## config.mk

```make
export PLATFORM = sky130hd
export DESIGN_NAME = infix_expression_normalizer_core
export DESIGN_NICKNAME = d
export VERILOG_FILES = /design/src/hw/rtl/ien_pkg.sv /design/src/hw/rtl/ien_front.sv /design/src/hw/rtl/ien_queue.sv /design/src/hw/rtl/ien_back.sv /design/src/hw/rtl/infix_expression_normalizer_core.sv
export SDC_FILE = /design/constraint.sdc
export NUM_CORES = 1
export LEC_CHECK = 0
export ABC_AREA = 1
export BUFFER_PORTS_ARGS = -buffer_cell sky130_fd_sc_hd__buf_2
export CAP_MARGIN = 5
export CORE_UTILIZATION = 55
export DETAILED_ROUTE_END_ITERATION = 8
export PLACE_DENSITY = 0.81
export REMOVE_ABC_BUFFERS = 1
export SETUP_SLACK_MARGIN = 0.15
export SLEW_MARGIN = 30
export SYNTH_ARGS = -nofsm -noshare
export SYNTH_HDL_FRONTEND = slang
export SYNTH_SLANG_ARGS = --single-unit
```

## constraint.sdc

```tcl
create_clock -name i_clk -period 7.1 [get_ports i_clk]
set_input_delay 0.355 -clock i_clk [delete_from_list [all_inputs] [get_ports i_clk]]
set_output_delay 0.355 -clock i_clk [all_outputs]
set_load 0.03 [all_outputs]
```

## src/hw/rtl/ien_pkg.sv

```systemverilog
`timescale 1ns / 1ps

package ien_pkg;

    // Default depth of the queue between the front and back parts
    localparam int QUEUE_DEPTH_DEF = 2;

    // Most results one input character can cause
    localparam int MAX_RESULTS = 4;
    localparam int SLOT_W      = $clog2(MAX_RESULTS);

    localparam logic [7:0] ASCII_NUL    = 8'h00;
    localparam logic [7:0] ASCII_TAB    = 8'h09;
    localparam logic [7:0] ASCII_CR     = 8'h0D;
    localparam logic [7:0] ASCII_SPACE  = 8'h20;
    localparam logic [7:0] ASCII_LPAREN = 8'h28;
    localparam logic [7:0] ASCII_RPAREN = 8'h29;
    localparam logic [7:0] ASCII_STAR   = 8'h2A;
    localparam logic [7:0] ASCII_MINUS  = 8'h2D;
    localparam logic [7:0] ASCII_ZERO   = 8'h30;
    localparam logic [7:0] ASCII_NINE   = 8'h39;

    typedef struct packed {
        logic [7:0] ch;
        logic       last;
    } t_in_item;

    typedef struct packed {
        logic [7:0] out_ch;
        logic       out_last;
    } t_out_item;

    // Expansion of one input character: up to four result characters
    typedef struct packed {
        logic [MAX_RESULTS-1:0][7:0] chars;
        logic [SLOT_W-1:0]           cnt_m1;
        logic                        last;
    } t_bundle;

    function automatic logic is_digit(input logic [7:0] c);
        return (c >= ASCII_ZERO) && (c <= ASCII_NINE);
    endfunction

    function automatic logic is_space(input logic [7:0] c);
        return (c == ASCII_SPACE) || ((c >= ASCII_TAB) && (c <= ASCII_CR));
    endfunction

endpackage

```

## src/hw/rtl/ien_front.sv

```systemverilog
`timescale 1ns / 1ps

module ien_front (
    input  logic              i_clk,
    input  logic              i_rst_n,
    input  logic              i_in_valid,
    output logic              o_in_ready,
    input  ien_pkg::t_in_item i_in_data,
    input  logic              i_q_full,
    output logic              o_push,
    output ien_pkg::t_bundle  o_bundle
);
    import ien_pkg::*;

    logic [7:0] r_prev;
    logic       r_have;
    logic       r_neg;
    logic [7:0] n_prev;
    logic       n_have;
    logic       n_neg;
    logic       accept;
    logic [2:0] cnt;
    t_bundle    bundle;

    assign o_in_ready = !i_q_full;
    assign accept     = i_in_valid && !i_q_full;

    always_comb begin
        logic       star;
        logic [7:0] c;
        c      = i_in_data.ch;
        star   = 1'b0;
        n_prev = r_prev;
        n_have = r_have;
        n_neg  = r_neg;
        cnt    = 3'd0;
        bundle = '0;
        if (!is_space(c)) begin
            star = r_have && (r_prev == ASCII_RPAREN) && (c == ASCII_LPAREN);
            // Close an open unary minus on the first non-digit
            if (r_neg && !is_digit(c)) begin
                bundle.chars[cnt[1:0]] = ASCII_RPAREN;
                cnt    = cnt + 3'd1;
                n_prev = ASCII_RPAREN;
                n_neg  = 1'b0;
            end
            if (star) begin
                bundle.chars[cnt[1:0]] = ASCII_STAR;
                cnt = cnt + 3'd1;
            end
            if ((c == ASCII_MINUS) &&
                (!r_have || ((n_prev != ASCII_RPAREN) && !is_digit(n_prev)))) begin
                bundle.chars[cnt[1:0]] = ASCII_LPAREN;
                cnt = cnt + 3'd1;
                bundle.chars[cnt[1:0]] = ASCII_ZERO;
                cnt = cnt + 3'd1;
                bundle.chars[cnt[1:0]] = ASCII_MINUS;
                cnt    = cnt + 3'd1;
                n_prev = ASCII_MINUS;
                n_neg  = 1'b1;
            end else begin
                bundle.chars[cnt[1:0]] = c;
                cnt    = cnt + 3'd1;
                n_prev = c;
            end
            n_have = 1'b1;
        end
        if (i_in_data.last) begin
            if (n_neg) begin
                bundle.chars[cnt[1:0]] = ASCII_RPAREN;
                cnt = cnt + 3'd1;
            end
            if (cnt == 3'd0) begin
                bundle.chars[0] = ASCII_NUL;
                cnt = 3'd1;
            end
            bundle.last = 1'b1;
            n_prev      = ASCII_NUL;
            n_have      = 1'b0;
            n_neg       = 1'b0;
        end
        bundle.cnt_m1 = cnt[SLOT_W-1:0] - SLOT_W'(1);
    end

    assign o_push   = accept && (cnt != 3'd0);
    assign o_bundle = bundle;

    always_ff @(posedge i_clk) begin
        if (!i_rst_n) begin
            r_prev <= ASCII_NUL;
            r_have <= 1'b0;
            r_neg  <= 1'b0;
        end else if (accept) begin
            r_prev <= n_prev;
            r_have <= n_have;
            r_neg  <= n_neg;
        end
    end

    // An open unary minus always follows a kept minus or digit
    a_neg_prev: assert property (@(posedge i_clk) disable iff (!i_rst_n)
        r_neg |-> (r_have && (r_prev == ASCII_MINUS || is_digit(r_prev))))
        else $error("unary minus open without minus or digit before it");

    a_last_clears: assert property (@(posedge i_clk) disable iff (!i_rst_n)
        (accept && i_in_data.last) |=> (!r_have && !r_neg))
        else $error("state not cleared after final character");

    a_last_pushes: assert property (@(posedge i_clk) disable iff (!i_rst_n)
        (accept && i_in_data.last) |-> o_push)
        else $error("final character produced no result");

endmodule

```

## src/hw/rtl/ien_queue.sv

```systemverilog
`timescale 1ns / 1ps

module ien_queue #(
    parameter int DEPTH = ien_pkg::QUEUE_DEPTH_DEF
) (
    input  logic             i_clk,
    input  logic             i_rst_n,
    input  logic             i_push,
    input  ien_pkg::t_bundle i_bundle,
    output logic             o_full,
    input  logic             i_pop,
    output logic             o_nonempty,
    output ien_pkg::t_bundle o_head
);
    import ien_pkg::*;

    localparam int PTR_W = $clog2(DEPTH);
    localparam int CNT_W = $clog2(DEPTH + 1);

    t_bundle            r_mem [DEPTH];
    logic [PTR_W-1:0]   r_wr_ptr;
    logic [PTR_W-1:0]   r_rd_ptr;
    logic [CNT_W-1:0]   r_count;

    assign o_full     = (r_count == CNT_W'(DEPTH));
    assign o_nonempty = (r_count != '0);
    assign o_head     = r_mem[r_rd_ptr];

    function automatic logic [PTR_W-1:0] wrap_inc(input logic [PTR_W-1:0] p);
        return (p == PTR_W'(DEPTH - 1)) ? '0 : p + PTR_W'(1);
    endfunction

    always_ff @(posedge i_clk) begin
        if (i_push) begin
            r_mem[r_wr_ptr] <= i_bundle;
        end
    end

    always_ff @(posedge i_clk) begin
        if (!i_rst_n) begin
            r_wr_ptr <= '0;
            r_rd_ptr <= '0;
            r_count  <= '0;
        end else begin
            if (i_push) begin
                r_wr_ptr <= wrap_inc(r_wr_ptr);
            end
            if (i_pop) begin
                r_rd_ptr <= wrap_inc(r_rd_ptr);
            end
            if (i_push && !i_pop) begin
                r_count <= r_count + CNT_W'(1);
            end else if (!i_push && i_pop) begin
                r_count <= r_count - CNT_W'(1);
            end
        end
    end

    a_no_overflow: assert property (@(posedge i_clk) disable iff (!i_rst_n)
        !(i_push && o_full))
        else $error("push into full queue");

    a_no_underflow: assert property (@(posedge i_clk) disable iff (!i_rst_n)
        i_pop |-> o_nonempty)
        else $error("pop from empty queue");

    a_count_range: assert property (@(posedge i_clk) disable iff (!i_rst_n)
        r_count <= CNT_W'(DEPTH))
        else $error("queue count out of range");

endmodule

```

## src/hw/rtl/ien_back.sv

```systemverilog
`timescale 1ns / 1ps

module ien_back (
    input  logic               i_clk,
    input  logic               i_rst_n,
    input  logic               i_q_nonempty,
    input  ien_pkg::t_bundle   i_head,
    output logic               o_pop,
    output logic               o_out_valid,
    input  logic               i_out_ready,
    output ien_pkg::t_out_item o_out_data
);
    import ien_pkg::*;

    logic [SLOT_W-1:0] r_idx;
    logic              r_valid;
    t_out_item         r_out;
    logic              load;
    logic              at_end;

    assign load   = i_q_nonempty && (!r_valid || i_out_ready);
    assign at_end = (r_idx == i_head.cnt_m1);
    assign o_pop  = load && at_end;

    always_ff @(posedge i_clk) begin
        if (!i_rst_n) begin
            r_valid <= 1'b0;
            r_idx   <= '0;
        end else begin
            if (load) begin
                r_valid <= 1'b1;
                r_idx   <= at_end ? '0 : r_idx + SLOT_W'(1);
            end else if (i_out_ready) begin
                r_valid <= 1'b0;
            end
        end
    end

    always_ff @(posedge i_clk) begin
        if (load) begin
            r_out.out_ch   <= i_head.chars[r_idx];
            r_out.out_last <= i_head.last && at_end;
        end
    end

    assign o_out_valid = r_valid;
    assign o_out_data  = r_out;

    // Slot index never runs past the head bundle while it is pending
    a_idx_in_range: assert property (@(posedge i_clk) disable iff (!i_rst_n)
        i_q_nonempty |-> (r_idx <= i_head.cnt_m1))
        else $error("slot index beyond bundle");

    a_hold_stalled: assert property (@(posedge i_clk) disable iff (!i_rst_n)
        (r_valid && !i_out_ready) |=> (r_valid && $stable(r_out)))
        else $error("stalled result changed");

    a_idx_rewinds: assert property (@(posedge i_clk) disable iff (!i_rst_n)
        o_pop |=> (r_idx == '0))
        else $error("slot index not rewound after pop");

endmodule

```

## src/hw/rtl/infix_expression_normalizer_core.sv

```systemverilog
`timescale 1ns / 1ps

// Normalizes an infix expression fed one character per transaction: drops
// whitespace, inserts '*' between ')' and a following '(', and rewrites a
// unary minus as "(0-" plus its digits and a closing ')'. Each input
// transaction yields zero to four output transactions; the one marked
// out_last ends the expression (out_ch is 0 when that result only ends an
// empty tail). The front part classifies a character in the cycle it is
// accepted and pushes its whole expansion into a short queue; the back part
// drains that queue one result per cycle through a registered output while
// that output is taken. With the output taken, an input is taken every cycle
// while each character gives at most one result; a character that expands
// to several results is sent one result at a time, so sustained throughput
// is one result per cycle, set by the single output register. On acceptance
// the expansion is written into the queue; the back part then loads its first
// result into the output register, where it can be taken.
module infix_expression_normalizer_core #(
    parameter int QUEUE_DEPTH = ien_pkg::QUEUE_DEPTH_DEF
) (
    input  logic               i_clk,
    input  logic               i_rst_n,
    input  logic               i_in_valid,
    output logic               o_in_ready,
    input  ien_pkg::t_in_item  i_in_data,
    output logic               o_out_valid,
    input  logic               i_out_ready,
    output ien_pkg::t_out_item o_out_data
);
    import ien_pkg::*;

    logic    q_full;
    logic    q_push;
    logic    q_pop;
    logic    q_nonempty;
    t_bundle push_bundle;
    t_bundle head_bundle;

    // Classify each character and track the expression state
    ien_front u_front (
        .i_clk      (i_clk),
        .i_rst_n    (i_rst_n),
        .i_in_valid (i_in_valid),
        .o_in_ready (o_in_ready),
        .i_in_data  (i_in_data),
        .i_q_full   (q_full),
        .o_push     (q_push),
        .o_bundle   (push_bundle)
    );

    // Hold expansions so each side can stall independently
    ien_queue #(
        .DEPTH (QUEUE_DEPTH)
    ) u_queue (
        .i_clk      (i_clk),
        .i_rst_n    (i_rst_n),
        .i_push     (q_push),
        .i_bundle   (push_bundle),
        .o_full     (q_full),
        .i_pop      (q_pop),
        .o_nonempty (q_nonempty),
        .o_head     (head_bundle)
    );

    // Serialize one result per cycle into the output register while the output is not stalled
    ien_back u_back (
        .i_clk        (i_clk),
        .i_rst_n      (i_rst_n),
        .i_q_nonempty (q_nonempty),
        .i_head       (head_bundle),
        .o_pop        (q_pop),
        .o_out_valid  (o_out_valid),
        .i_out_ready  (i_out_ready),
        .o_out_data   (o_out_data)
    );

endmodule

```

# Word-level counts from Yosys, hierarchy flattened
# Memory sizes are Yosys's and may differ from the RTL's. A register that Yosys moved wholly into a read port is not among the register bits.
# Cells that the tools add are included.
[totals]
regBits = 26
ramBits = 70
inputBits = 13
output_inout_bits = 11
word_cells = 153
mem_count = 1
[memory_table]
columns = ["memory", "words", "width", "read_ports", "rd_clocked_by_memory_dff", "write_ports", "line_no", "source"]
rows = [
  ["u_queue.r_mem", 2, 35, 1, 1, 1, "ien_queue.sv:20", "t_bundle r_mem [DEPTH];"],
]
[op_classes]
addsub = 11
order_cmp = 17
eq_ne = 8
n_mux = 55
bitwise = 15
reduce_logical = 36
[op_table]
columns = ["op", "count"]
rows = [
  ["2-to-1 mux 32 bit", 6],
  ["2-to-1 mux 8 bit", 13],
  ["demux 8 bit (select 2 bit)", 5],
  ["AND 24 bit", 2],
  ["NOT 24 bit", 2],
  ["NOT 20 bit", 2],
  ["bitwise mux 32 bit", 1],
  ["== test 8 x 6 -> 1 bit (second input constant)", 4],
  ["2-to-1 mux 3 bit", 9],
  ["AND 20 bit", 1],
  ["AND 5 x 20 -> 20 bit", 1],
  ["logical AND 1 bit", 20],
  ["< comparator 2 x 3 -> 1 bit (second input constant)", 6],
  ["AND 16 bit", 1],
  ["binary-select mux 8 bit (select 2 bit)", 1],
  [">= comparator 8 x 6 -> 1 bit (second input constant)", 2],
  ["<= comparator 8 x 6 -> 1 bit (second input constant)", 2],
  ["2-to-1 mux 1 bit", 16],
  ["NOT 16 bit", 1],
  ["OR 16 bit", 1],
  ["OR 8 bit", 2],
  ["adder 3 x 1 -> 3 bit (second input constant)", 5],
  ["OR 12 bit", 1],
  ["OR 3 x 12 -> 12 bit", 1],
  ["18 further kinds", 37],
]

# Depth between registers and ports, before layout
# Gate-level depths: netlist of the first run.
[depth]
ltp_word = 26
ltp_mapped = 28
depth_no_buf = 28

# Hierarchy
# A second synthesis of the first run with hierarchy kept.
[hier_totals]
cells_unflattened = 484
hier_area_um2 = 5122.4
[modules_own_cells]
columns = ["mod", "instances", "cells_each", "area_each_um2", "seq_area_each_um2"]
rows = [
  ["ien_queue", 1, 144, 2907.8, 2202.1],
  ["ien_front", 1, 254, 1492.7, 200.2],
  ["ien_back", 1, 86, 721.9, 330.3],
]

# Worst setup path after synthesis of the first run
# No wires, ideal clock.
[synth_path]
path_kind = "in2reg"
from = "input port i_in_data[7] (netlist bit)"
to = "memory u_queue.r_mem[0][0] (netlist bit), enable pin"
setup_ns = 0.427
t_arrival_ns = 4.658
required_ns = 6.673
slack_ns = 2.015
cell_stages = 18
path_buffers = 0
path_cell_list = "nor2_2 nand2_2 nor2_2 inv_2 nor4_1 inv_1 ha_1 nor2_1 inv_1 ha_1 o21ai_2 nand2_1 nand2_1 o21ai_0 ha_1 nand3_2 nand2_1 nor2_1"
[synth_between]
elab_chain_len = 24
elab_cells_between_ends = 46
cone_classes = "5 x add/sub; 6 x order compare; 4 x eq/ne; 17 x mux; 14 x reduce/logical"
[synth_lines]
columns = ["item", "line_no", "source"]
rows = [
  ["from (decl)", "infix_expression_normalizer_core.sv:24", "input ien_pkg::t_in_item i_in_data,"],
  [">= comparator 8 x 6 -> 1 bit / <= comparator 8 x 6 -> 1 bit (equally long branches)", "ien_pkg.sv:41", "return (c >= ASCII_ZERO) && (c <= ASCII_NINE);"],
  ["logical AND 1 bit", "ien_pkg.sv:41", ""],
  ["zero test 1 bit", "ien_front.sv:41", "if (r_neg && !is_digit(c)) begin"],
  ["logical AND 1 bit", "ien_front.sv:41", ""],
  ["2-to-1 mux 1 bit / 2-to-1 mux 8 bit (equally long branches)", "ien_front.sv:41", ""],
  ["2-to-1 mux 3 bit / 2-to-1 mux 8 bit (equally long branches)", "ien_front.sv:38", "if (!is_space(c)) begin"],
  ["adder 3 x 1 -> 3 bit (tied with other cells)", "ien_front.sv:49", "cnt = cnt + 3'd1;"],
  ["2-to-1 mux 3 bit / logical AND 1 bit (equally long branches)", "ien_front.sv:47, ien_pkg.sv:41", ""],
  ["(+8 left out)", "-", ""],
  ["2-to-1 mux 3 bit", "ien_front.sv:68", "if (i_in_data.last) begin"],
  ["zero test 3 bit", "ien_front.sv:73", "if (cnt == 3'd0) begin"],
  ["2-to-1 mux 3 bit", "ien_front.sv:73", ""],
  ["2-to-1 mux 3 bit *", "ien_front.sv:68", ""],
  ["nonzero test 3 bit *", "ien_front.sv:85", "assign o_push = accept && (cnt != 3'd0);"],
  ["logical AND 1 bit *", "ien_front.sv:85", ""],
  ["2-to-1 mux 1 bit *", "ien_queue.sv:34", "if (i_push) begin"],
  ["2-to-1 mux 1 bit (implied by the code) *", "ien_queue.sv:35", "r_mem[r_wr_ptr] <= i_bundle;"],
  ["to (decl)", "ien_queue.sv:20", ""],
]
# Every way passes the cells marked *; elsewhere a longest branch is shown, timed or not. The select of a mux whose other input is x is not followed.

# Worst setup path after layout of the first run
[layout_path]
from = "register u_front.r_prev[5]"
to = "register u_queue.r_count[1]"
[layout_between]
elab_chain_len = 21
elab_cells_between_ends = 35
cone_classes = "4 x add/sub; 2 x order compare; 2 x eq/ne; 13 x mux; 14 x reduce/logical"
[layout_lines]
columns = ["item", "line_no", "source"]
rows = [
  ["from (decl)", "ien_front.sv:15", "logic [7:0] r_prev;"],
  ["from (signal assigned)", "ien_front.sv:94", "r_prev <= n_prev;"],
  ["== test 8 x 6 -> 1 bit / 2-to-1 mux 8 bit (equally long branches)", "ien_front.sv:39, ien_front.sv:41", ""],
  ["logical AND 1 bit / 2-to-1 mux 8 bit (equally long branches)", "ien_front.sv:39, ien_front.sv:38", ""],
  ["logical AND 1 bit (tied with other cells)", "ien_front.sv:39", "star = r_have && (r_prev == ASCII_RPAREN) && (c == ASCII_LPAREN);"],
  ["2-to-1 mux 3 bit / logical AND 1 bit (equally long branches)", "ien_front.sv:47, ien_pkg.sv:41", ""],
  ["2-to-1 mux 3 bit / zero test 1 bit (equally long branches)", "ien_front.sv:38, ien_front.sv:52", ""],
  ["adder 3 x 1 -> 3 bit / logical AND 1 bit (equally long branches)", "ien_front.sv:54, ien_front.sv:63, ien_front.sv:52", ""],
  ["adder 3 x 1 -> 3 bit / logical OR 1 bit (equally long branches)", "ien_front.sv:56, ien_front.sv:52", ""],
  ["adder 3 x 1 -> 3 bit / logical AND 1 bit (equally long branches)", "ien_front.sv:58, ien_front.sv:51", ""],
  ["(+6 left out)", "-", ""],
  ["2-to-1 mux 3 bit", "ien_front.sv:73", ""],
  ["2-to-1 mux 3 bit *", "ien_front.sv:68", ""],
  ["nonzero test 3 bit *", "ien_front.sv:85", ""],
  ["logical AND 1 bit *", "ien_front.sv:85", ""],
  ["via q_push", "infix_expression_normalizer_core.sv:32", "logic q_push;"],
  ["zero test 1 bit", "ien_queue.sv:53", "end else if (!i_push && i_pop) begin"],
  ["logical AND 1 bit", "ien_queue.sv:53", ""],
  ["nonzero test 2 bit (no source line)", "-", ""],
  ["to (signal assigned)", "ien_queue.sv:52", "r_count <= r_count + CNT_W'(1);"],
  ["to (signal assigned)", "ien_queue.sv:54", "r_count <= r_count - CNT_W'(1);"],
  ["to (decl)", "ien_queue.sv:23", "logic [CNT_W-1:0] r_count;"],
]
# The timed path passes the listed nets; every way through them passes the cells marked *. The select of a mux whose other input is x is not followed.
# A chain may end at the register's enable or synchronous reset.

==> impl_metrics.tcl, run 1 <==
set metrics [dict create \
    hp-class "in -> reg" \
    cts_root_buffer "clkbuf_8" \
    ys_types 40 \
    cap_violations 0 \
    finClkSkew_ns 0.0128 \
    fillers 691 \
    vdd_drop_max_mv 0.208 \
    tightestPinTransition_ns 0.776 \
    setup-tns-final_ns 0 \
    ant_nets 0 \
    seq_area_frac_synth 0.569 \
    hold_viol 0 \
    place_area_um2 5020 \
    fin_crit_ns 4.60 \
    synthArstFlopShare 0 \
    num-nets-final 557 \
    grt.total_usage 0.244 \
    final_util 0.625 \
    drc_errors 0 \
    post_cts_buffers 0 \
    grt_overflow 0 \
    hp-start "i_rst_n" \
    stdcell_area_um2 5220 \
    setup_viol 0 \
    antenna_found_initial 0 \
    rsz0062_at_grt "false" \
    clkLatencyLatePin_ns 0.38 \
    cts_buffers 9 \
    ctsHoldBuffers 0 \
    diodes 0 \
    grt_pass1_wl_um 16700 \
    core_area_um2 8340 \
    crit_path_end_kind "register" \
    finalWorstSetupSlack_ns 2.50 \
    clock.fmax_mhz 217 \
    critPathMaxFanout 7 \
    dieArea_um2 9110 \
    clock_path_buffers 2 \
    viasPerCell 5.59 \
    start_kind "register" \
    port_buffers 23 \
    synth_edf_count 79 \
    reg2reg_slack_ns 2.50 \
    min_to "u_queue.r_wr_ptr" \
    grt_max_degree 37 \
    synth.avg_cell_area_um2 9.42 \
    crit_chain "nor3b_1, nand4_1, nor4_1, inv_1, ha_1, nor2_1, inv_1, ha_1, o21ai_2, nand2_1, nand2_1, o21ai_0, ha_1, nand3_2, nand2_1, inv_1, ha_1, a21oi_1, o21ai_0, o21ai_0, a21oi_1" \
    crit_path_max_incr_delay_ns 0.54 \
    first_pass_iters 6 \
    dpl.hpwl_um 6830 \
    cts_tree "built" \
    start_util 0.576 \
    clock-sinks 97 \
    ys_ff_latch 97 \
    fin_crit_sh 0.648 \
    drt-total-wl_um 10100 \
    post_drt_wl_per_cell_um 15.7 \
    syn_inst 510 \
    pin_count 24 \
    crit_arrival_ns 4.87 \
    max_slew_margin 0.482 \
    num_vias 3597 \
    critPathKind "reg -> reg" \
    required_ns 7.37 \
    holdPathStages 3 \
    slew_viol_final 0 \
    die_w_um 95.5 \
    p_per_area_nw_per_um2 306 \
    yosys_warnings 0 \
    worstReg2RegStart "u_front.r_prev[5]" \
    ys.flop_type "edfxtp_1" \
    final_common_cell "nor2_1" \
    drt_iter0_drc 272 \
    syn_area_um2 4800 \
    mostFrequentLayoutCells "nor2_1 (93), nand2_1 (80), edfxtp_1 (79)" \
    area_growth_pct 8.57 \
    crit_top_cell "ha_1" \
    p_leak_nw 2.19 \
    cp_slowest_cell "nor4_1" \
    chipHeight_um 95.5 \
    htreeDepth 3 \
    grt_pass1_vias 3439 \
    reg2regPathDepth 21 \
    outcome "completed" \
    clkTransAtPathRegs_ns 0.10 \
    num_rows 33 \
    reg2reg_to "u_queue.r_count[1]" \
    gp_congestion 0.949 \
    drive_gt1_frac 0.165 \
    cts-resized-gates 0 \
    pre_cts_ws_ns 2.37 \
]
==> cell type report <==
type / count / area (µm²) / area share
inverter: 52 / 198 / 0.0379
sequential: 97 / 2730 / 0.524
clock inverter: 6 / 57.6 / 0.0110
multi-input combinational: 345 / 1810 / 0.346
timing repair buffer: 28 / 153 / 0.0293
clock buffer: 10 / 138 / 0.0264
tap: 105 / 131 / 0.0252
==> critical path, delay by kind of cell, from the launching register on <==
kind	cells	cell delay, ns
and+or+nand+nor	8	1.65
adders and majority gates	4	1.29
AOI/OAI and AO/OA	6	0.87
buffers and inverters	3	0.36
DFF	1	0.33
==> metrics by stage <==
| stage | total power [mW] | hold WS, ns | cells |
|---|---|---|---|
| after CTS | 1.61 | 0.223 | 643 |
| after floorplan | 1.11 | 0.440 | 494 |
| after global placement | 1.24 | 0.452 | 627 |
| after global routing | 1.70 | 0.240 | 643 |
| after detailed placement | 1.26 | 0.459 | 627 |
| final | 1.60 | 0.231 | 643 |
==> synthesized netlist by cell type (4+ instances only) <==
cell      count  area, µm²
edfxtp_1     79       2370
ha_1         11        138
inv_1        40        150
o21ai_0      47        235
inv_2        10       37.5
nand2_2      13       81.3
clkbuf_1     13       48.8
nand2_1      80        300
nand3_1      14       70.1
o22ai_1       8       50.1
nor2_1       94        353
a21oi_1      24        120
nand2_4       4       45.0
xor2_1        4       35.0
nor4_1        5       31.3
a31oi_1       9       56.3
dfxtp_1      18        360
==> sequential cells by signal (all words and copies together) (netlist names), named ones only <==
signal	count
u_queue.r_wr_ptr	1
u_front.r_neg	1
u_back.o_out_data	9
u_back.r_idx	2
u_queue.r_mem	70
u_queue.r_rd_ptr	1
u_front.r_have	1
u_front.r_prev	8
u_queue.r_count	2
u_back.o_out_valid	1
==> logic make-up (layout without fill, tap and decap cells) <==
group | after synthesis | in the layout | synth area share
AND/OR/NAND/NOR | 229 | 229 | 0.221
flip-flops | 97 | 97 | 0.569
buffers and inverters | 68 | 96 | 0.0557
XOR/XNOR | 4 | 4 | 0.00729
AO/OA/AOI/OAI | 101 | 101 | 0.118
adder cells (fa/ha/maj) | 11 | 11 | 0.0286
==> how the worst max path moves through the flow <==
stage,from,endpoint,slack [ns]
2_1_floorplan,i_in_data[7],u_queue.r_mem[0][0],2.02
3_3_place_gp,i_in_data[7],u_queue.r_mem[0][5],2.64
3_5_place_dp,i_in_data[7],u_queue.r_count[1],2.37
4_1_cts,u_front.r_prev[5],u_queue.r_count[1],2.55
5_1_grt,u_front.r_prev[5],u_queue.r_count[1],2.00
6_report,u_front.r_prev[5],u_queue.r_count[1],2.50
==> routing by layer <==
metal,vias up,routed length [µm],GRT usage
li1,1770,-,-
met1,1678,4470,0.320
met2,126,4710,0.397
met3,23,624,0.0542
met4,0,258,0.0883
met5,-,0,0
==> where the power goes <==
part / internal [mW] / switching, mW
sequential: 0.742 / 0.0403
clock: 0.145 / 0.204
combinational: 0.136 / 0.330
total: 1.02 / 0.574
Power figures use the tool's default switching activity.
==> inputs of run 2 (changes only) <==
Clock period 7.1 ns to 4.4 ns, I/O delays scaled along.
==> impl_metrics.tcl, run 2 (synthesis results as in run 1) <==
set metrics [dict create \
    outcome "completed" \
    required_ns 4.67 \
    ant_nets 0 \
    critPathMaxFanout 5 \
    top_register "u_queue.r_mem" \
    clock.fmax_mhz 256 \
    slew_viol_final 0 \
    tightestPinTransition_ns 0.891 \
    hold_viol 0 \
    place_area_um2 5080 \
    die_w_um 95.5 \
    grt_max_degree 37 \
    post_drt_wl_per_cell_um 16.5 \
    crit_path_end_kind "register" \
    finClkSkew_ns 0.0132 \
    grt_pass1_vias 3519 \
    dieArea_um2 9110 \
    ctsHoldBuffers 0 \
    wl_met3_um 603 \
    drt-met1-wl_um 4650 \
    drc_errors 0 \
    viasPerCell 5.65 \
    pin_count 24 \
    num_rows 33 \
    htreeDepth 3 \
    cts_buffers 9 \
    final_common_cell "nor2_1" \
    clock-sinks 97 \
    holdWs_ns 0.125 \
    crit_chain "nor3b_2, nand4_1, nor4_2, inv_1, ha_1, nor2_1, inv_1, ha_1, o21ai_2, nand2_1, nand2_1, o21ai_0, ha_1, nand3_2, nand2_1, inv_1, ha_1, a21oi_1, o21ai_0, o21ai_0, a21oi_1" \
    hp-class "in -> reg" \
    clkTransAtPathRegs_ns 0.09 \
    crit_arrival_ns 4.17 \
    cts_root_buffer "clkbuf_8" \
    num-nets-final 562 \
    cp_slowest_cell "ha_1" \
    drt-total-wl_um 10700 \
    p_total_mw 2.73 \
    antenna_found_initial 0 \
    route.met2.wl_um 5240 \
    p_leak_nw 2.25 \
    chipHeight_um 95.5 \
    p_sw_mw 0.916 \
    grt_pass1_wl_um 16900 \
    setup_viol 0 \
    start_util 0.576 \
    crit_path_max_incr_delay_ns 0.36 \
    rsz0062_at_grt "false" \
    diodes 0 \
    p_per_area_nw_per_um2 511 \
    drive_gt1_frac 0.173 \
    dpl.hpwl_um 7360 \
    port_buffers 23 \
    cap_violations 0 \
    drt_iter0_drc 317 \
    mostFrequentLayoutCells "nor2_1 (93), nand2_1 (80), edfxtp_1 (79)" \
    critPathKind "reg -> reg" \
    stdcell_area_um2 5330 \
    max_slew_margin 0.402 \
    p_clk_frac 0.250 \
    routed.top_layer "met4" \
    cts_tree "built" \
    fin_crit_ns 3.90 \
    num_vias 3658 \
    area_growth_pct 11.0 \
    p_int_mw 1.81 \
    gp_congestion 0.933 \
    vdd_drop_max_mv 0.456 \
    clock_path_buffers 2 \
    comb_power_share 0.295 \
    grt.total_usage 0.254 \
    first_pass_iters 5 \
    final_util 0.640 \
    start_kind "register" \
    core_area_um2 8340 \
    fin_crit_sh 0.887 \
    largest_reg_flops 70 \
    clkLatencyLatePin_ns 0.38 \
    p_sw_frac 0.336 \
    grt_overflow 0 \
    p_seq_frac 0.455 \
    crit_top_cell "ha_1" \
]
run 2: final timing paths:
kind	from	endpoint	slack [ns]	cells past startpoint
max reg2reg	u_front.r_prev[7]	u_queue.r_count[1]	0.50	21
min reg2reg	u_front.r_prev[5]	u_front.r_prev[5]	0.47	2
max	u_front.r_prev[7]	u_queue.r_count[1]	0.50	21
min	i_rst_n	u_queue.r_wr_ptr	0.13	3
run 2: critical path, delay by kind of cell, from the launching register on:
kind | cells | cell delay (ns)
AO/OA/AOI/OAI | 6 | 0.83
adder cells (fa/ha/maj) | 4 | 1.16
buffers and inverters | 3 | 0.31
flip-flops | 1 | 0.32
AND/OR/NAND/NOR | 8 | 1.18
run 2: what timing repair did:
action                                  CTS  global route
hold endpoints to repair                  0             0
buffers inserted                          0             0
resized for setup                         0             2
endpoints found under the setup margin    0             1
run 2: per-stage QoR:
| stage | setup TNS [ns] | cells | setup slack (ns) |
|---|---|---|---|
| floorplan | -19.79 | 494 | -0.565 |
| global placement | 0 | 632 | 0.384 |
| detailed placement | 0 | 632 | 0.262 |
| CTS | 0 | 648 | 0.352 |
| global route | 0 | 648 | 0.149 |
| finish | 0 | 648 | 0.497 |
run 2: cell type report:
cell class              instances  area, µm²
fillers                       687       3010
flip-flops and latches         97       2730
multi-input cells             345       1820
repair buffers                 33        215
inverters                      52        198
well taps                     105        131
clock buffers                   9        124
clock inverters                 7        115
run 2: metal layers:
| layer | track usage | up-vias |
|---|---|---|
| met2 | 0.432 | 113 |
| li1 | - | 1783 |
| met4 | 0.0908 | 0 |
| met5 | 0 | - |
| met1 | 0.313 | 1742 |
| met3 | 0.0654 | 20 |
run 2: power by group through the flow:
stage / sequential (mW) / clock [mW] / combinational (mW)
floorplan: 1.39 / 0 / 0.410
global placement: 1.25 / 0 / 0.777
detailed placement: 1.26 / 0 / 0.806
CTS: 1.24 / 0.690 / 0.811
global route: 1.26 / 0.721 / 0.894
finish: 1.24 / 0.681 / 0.805
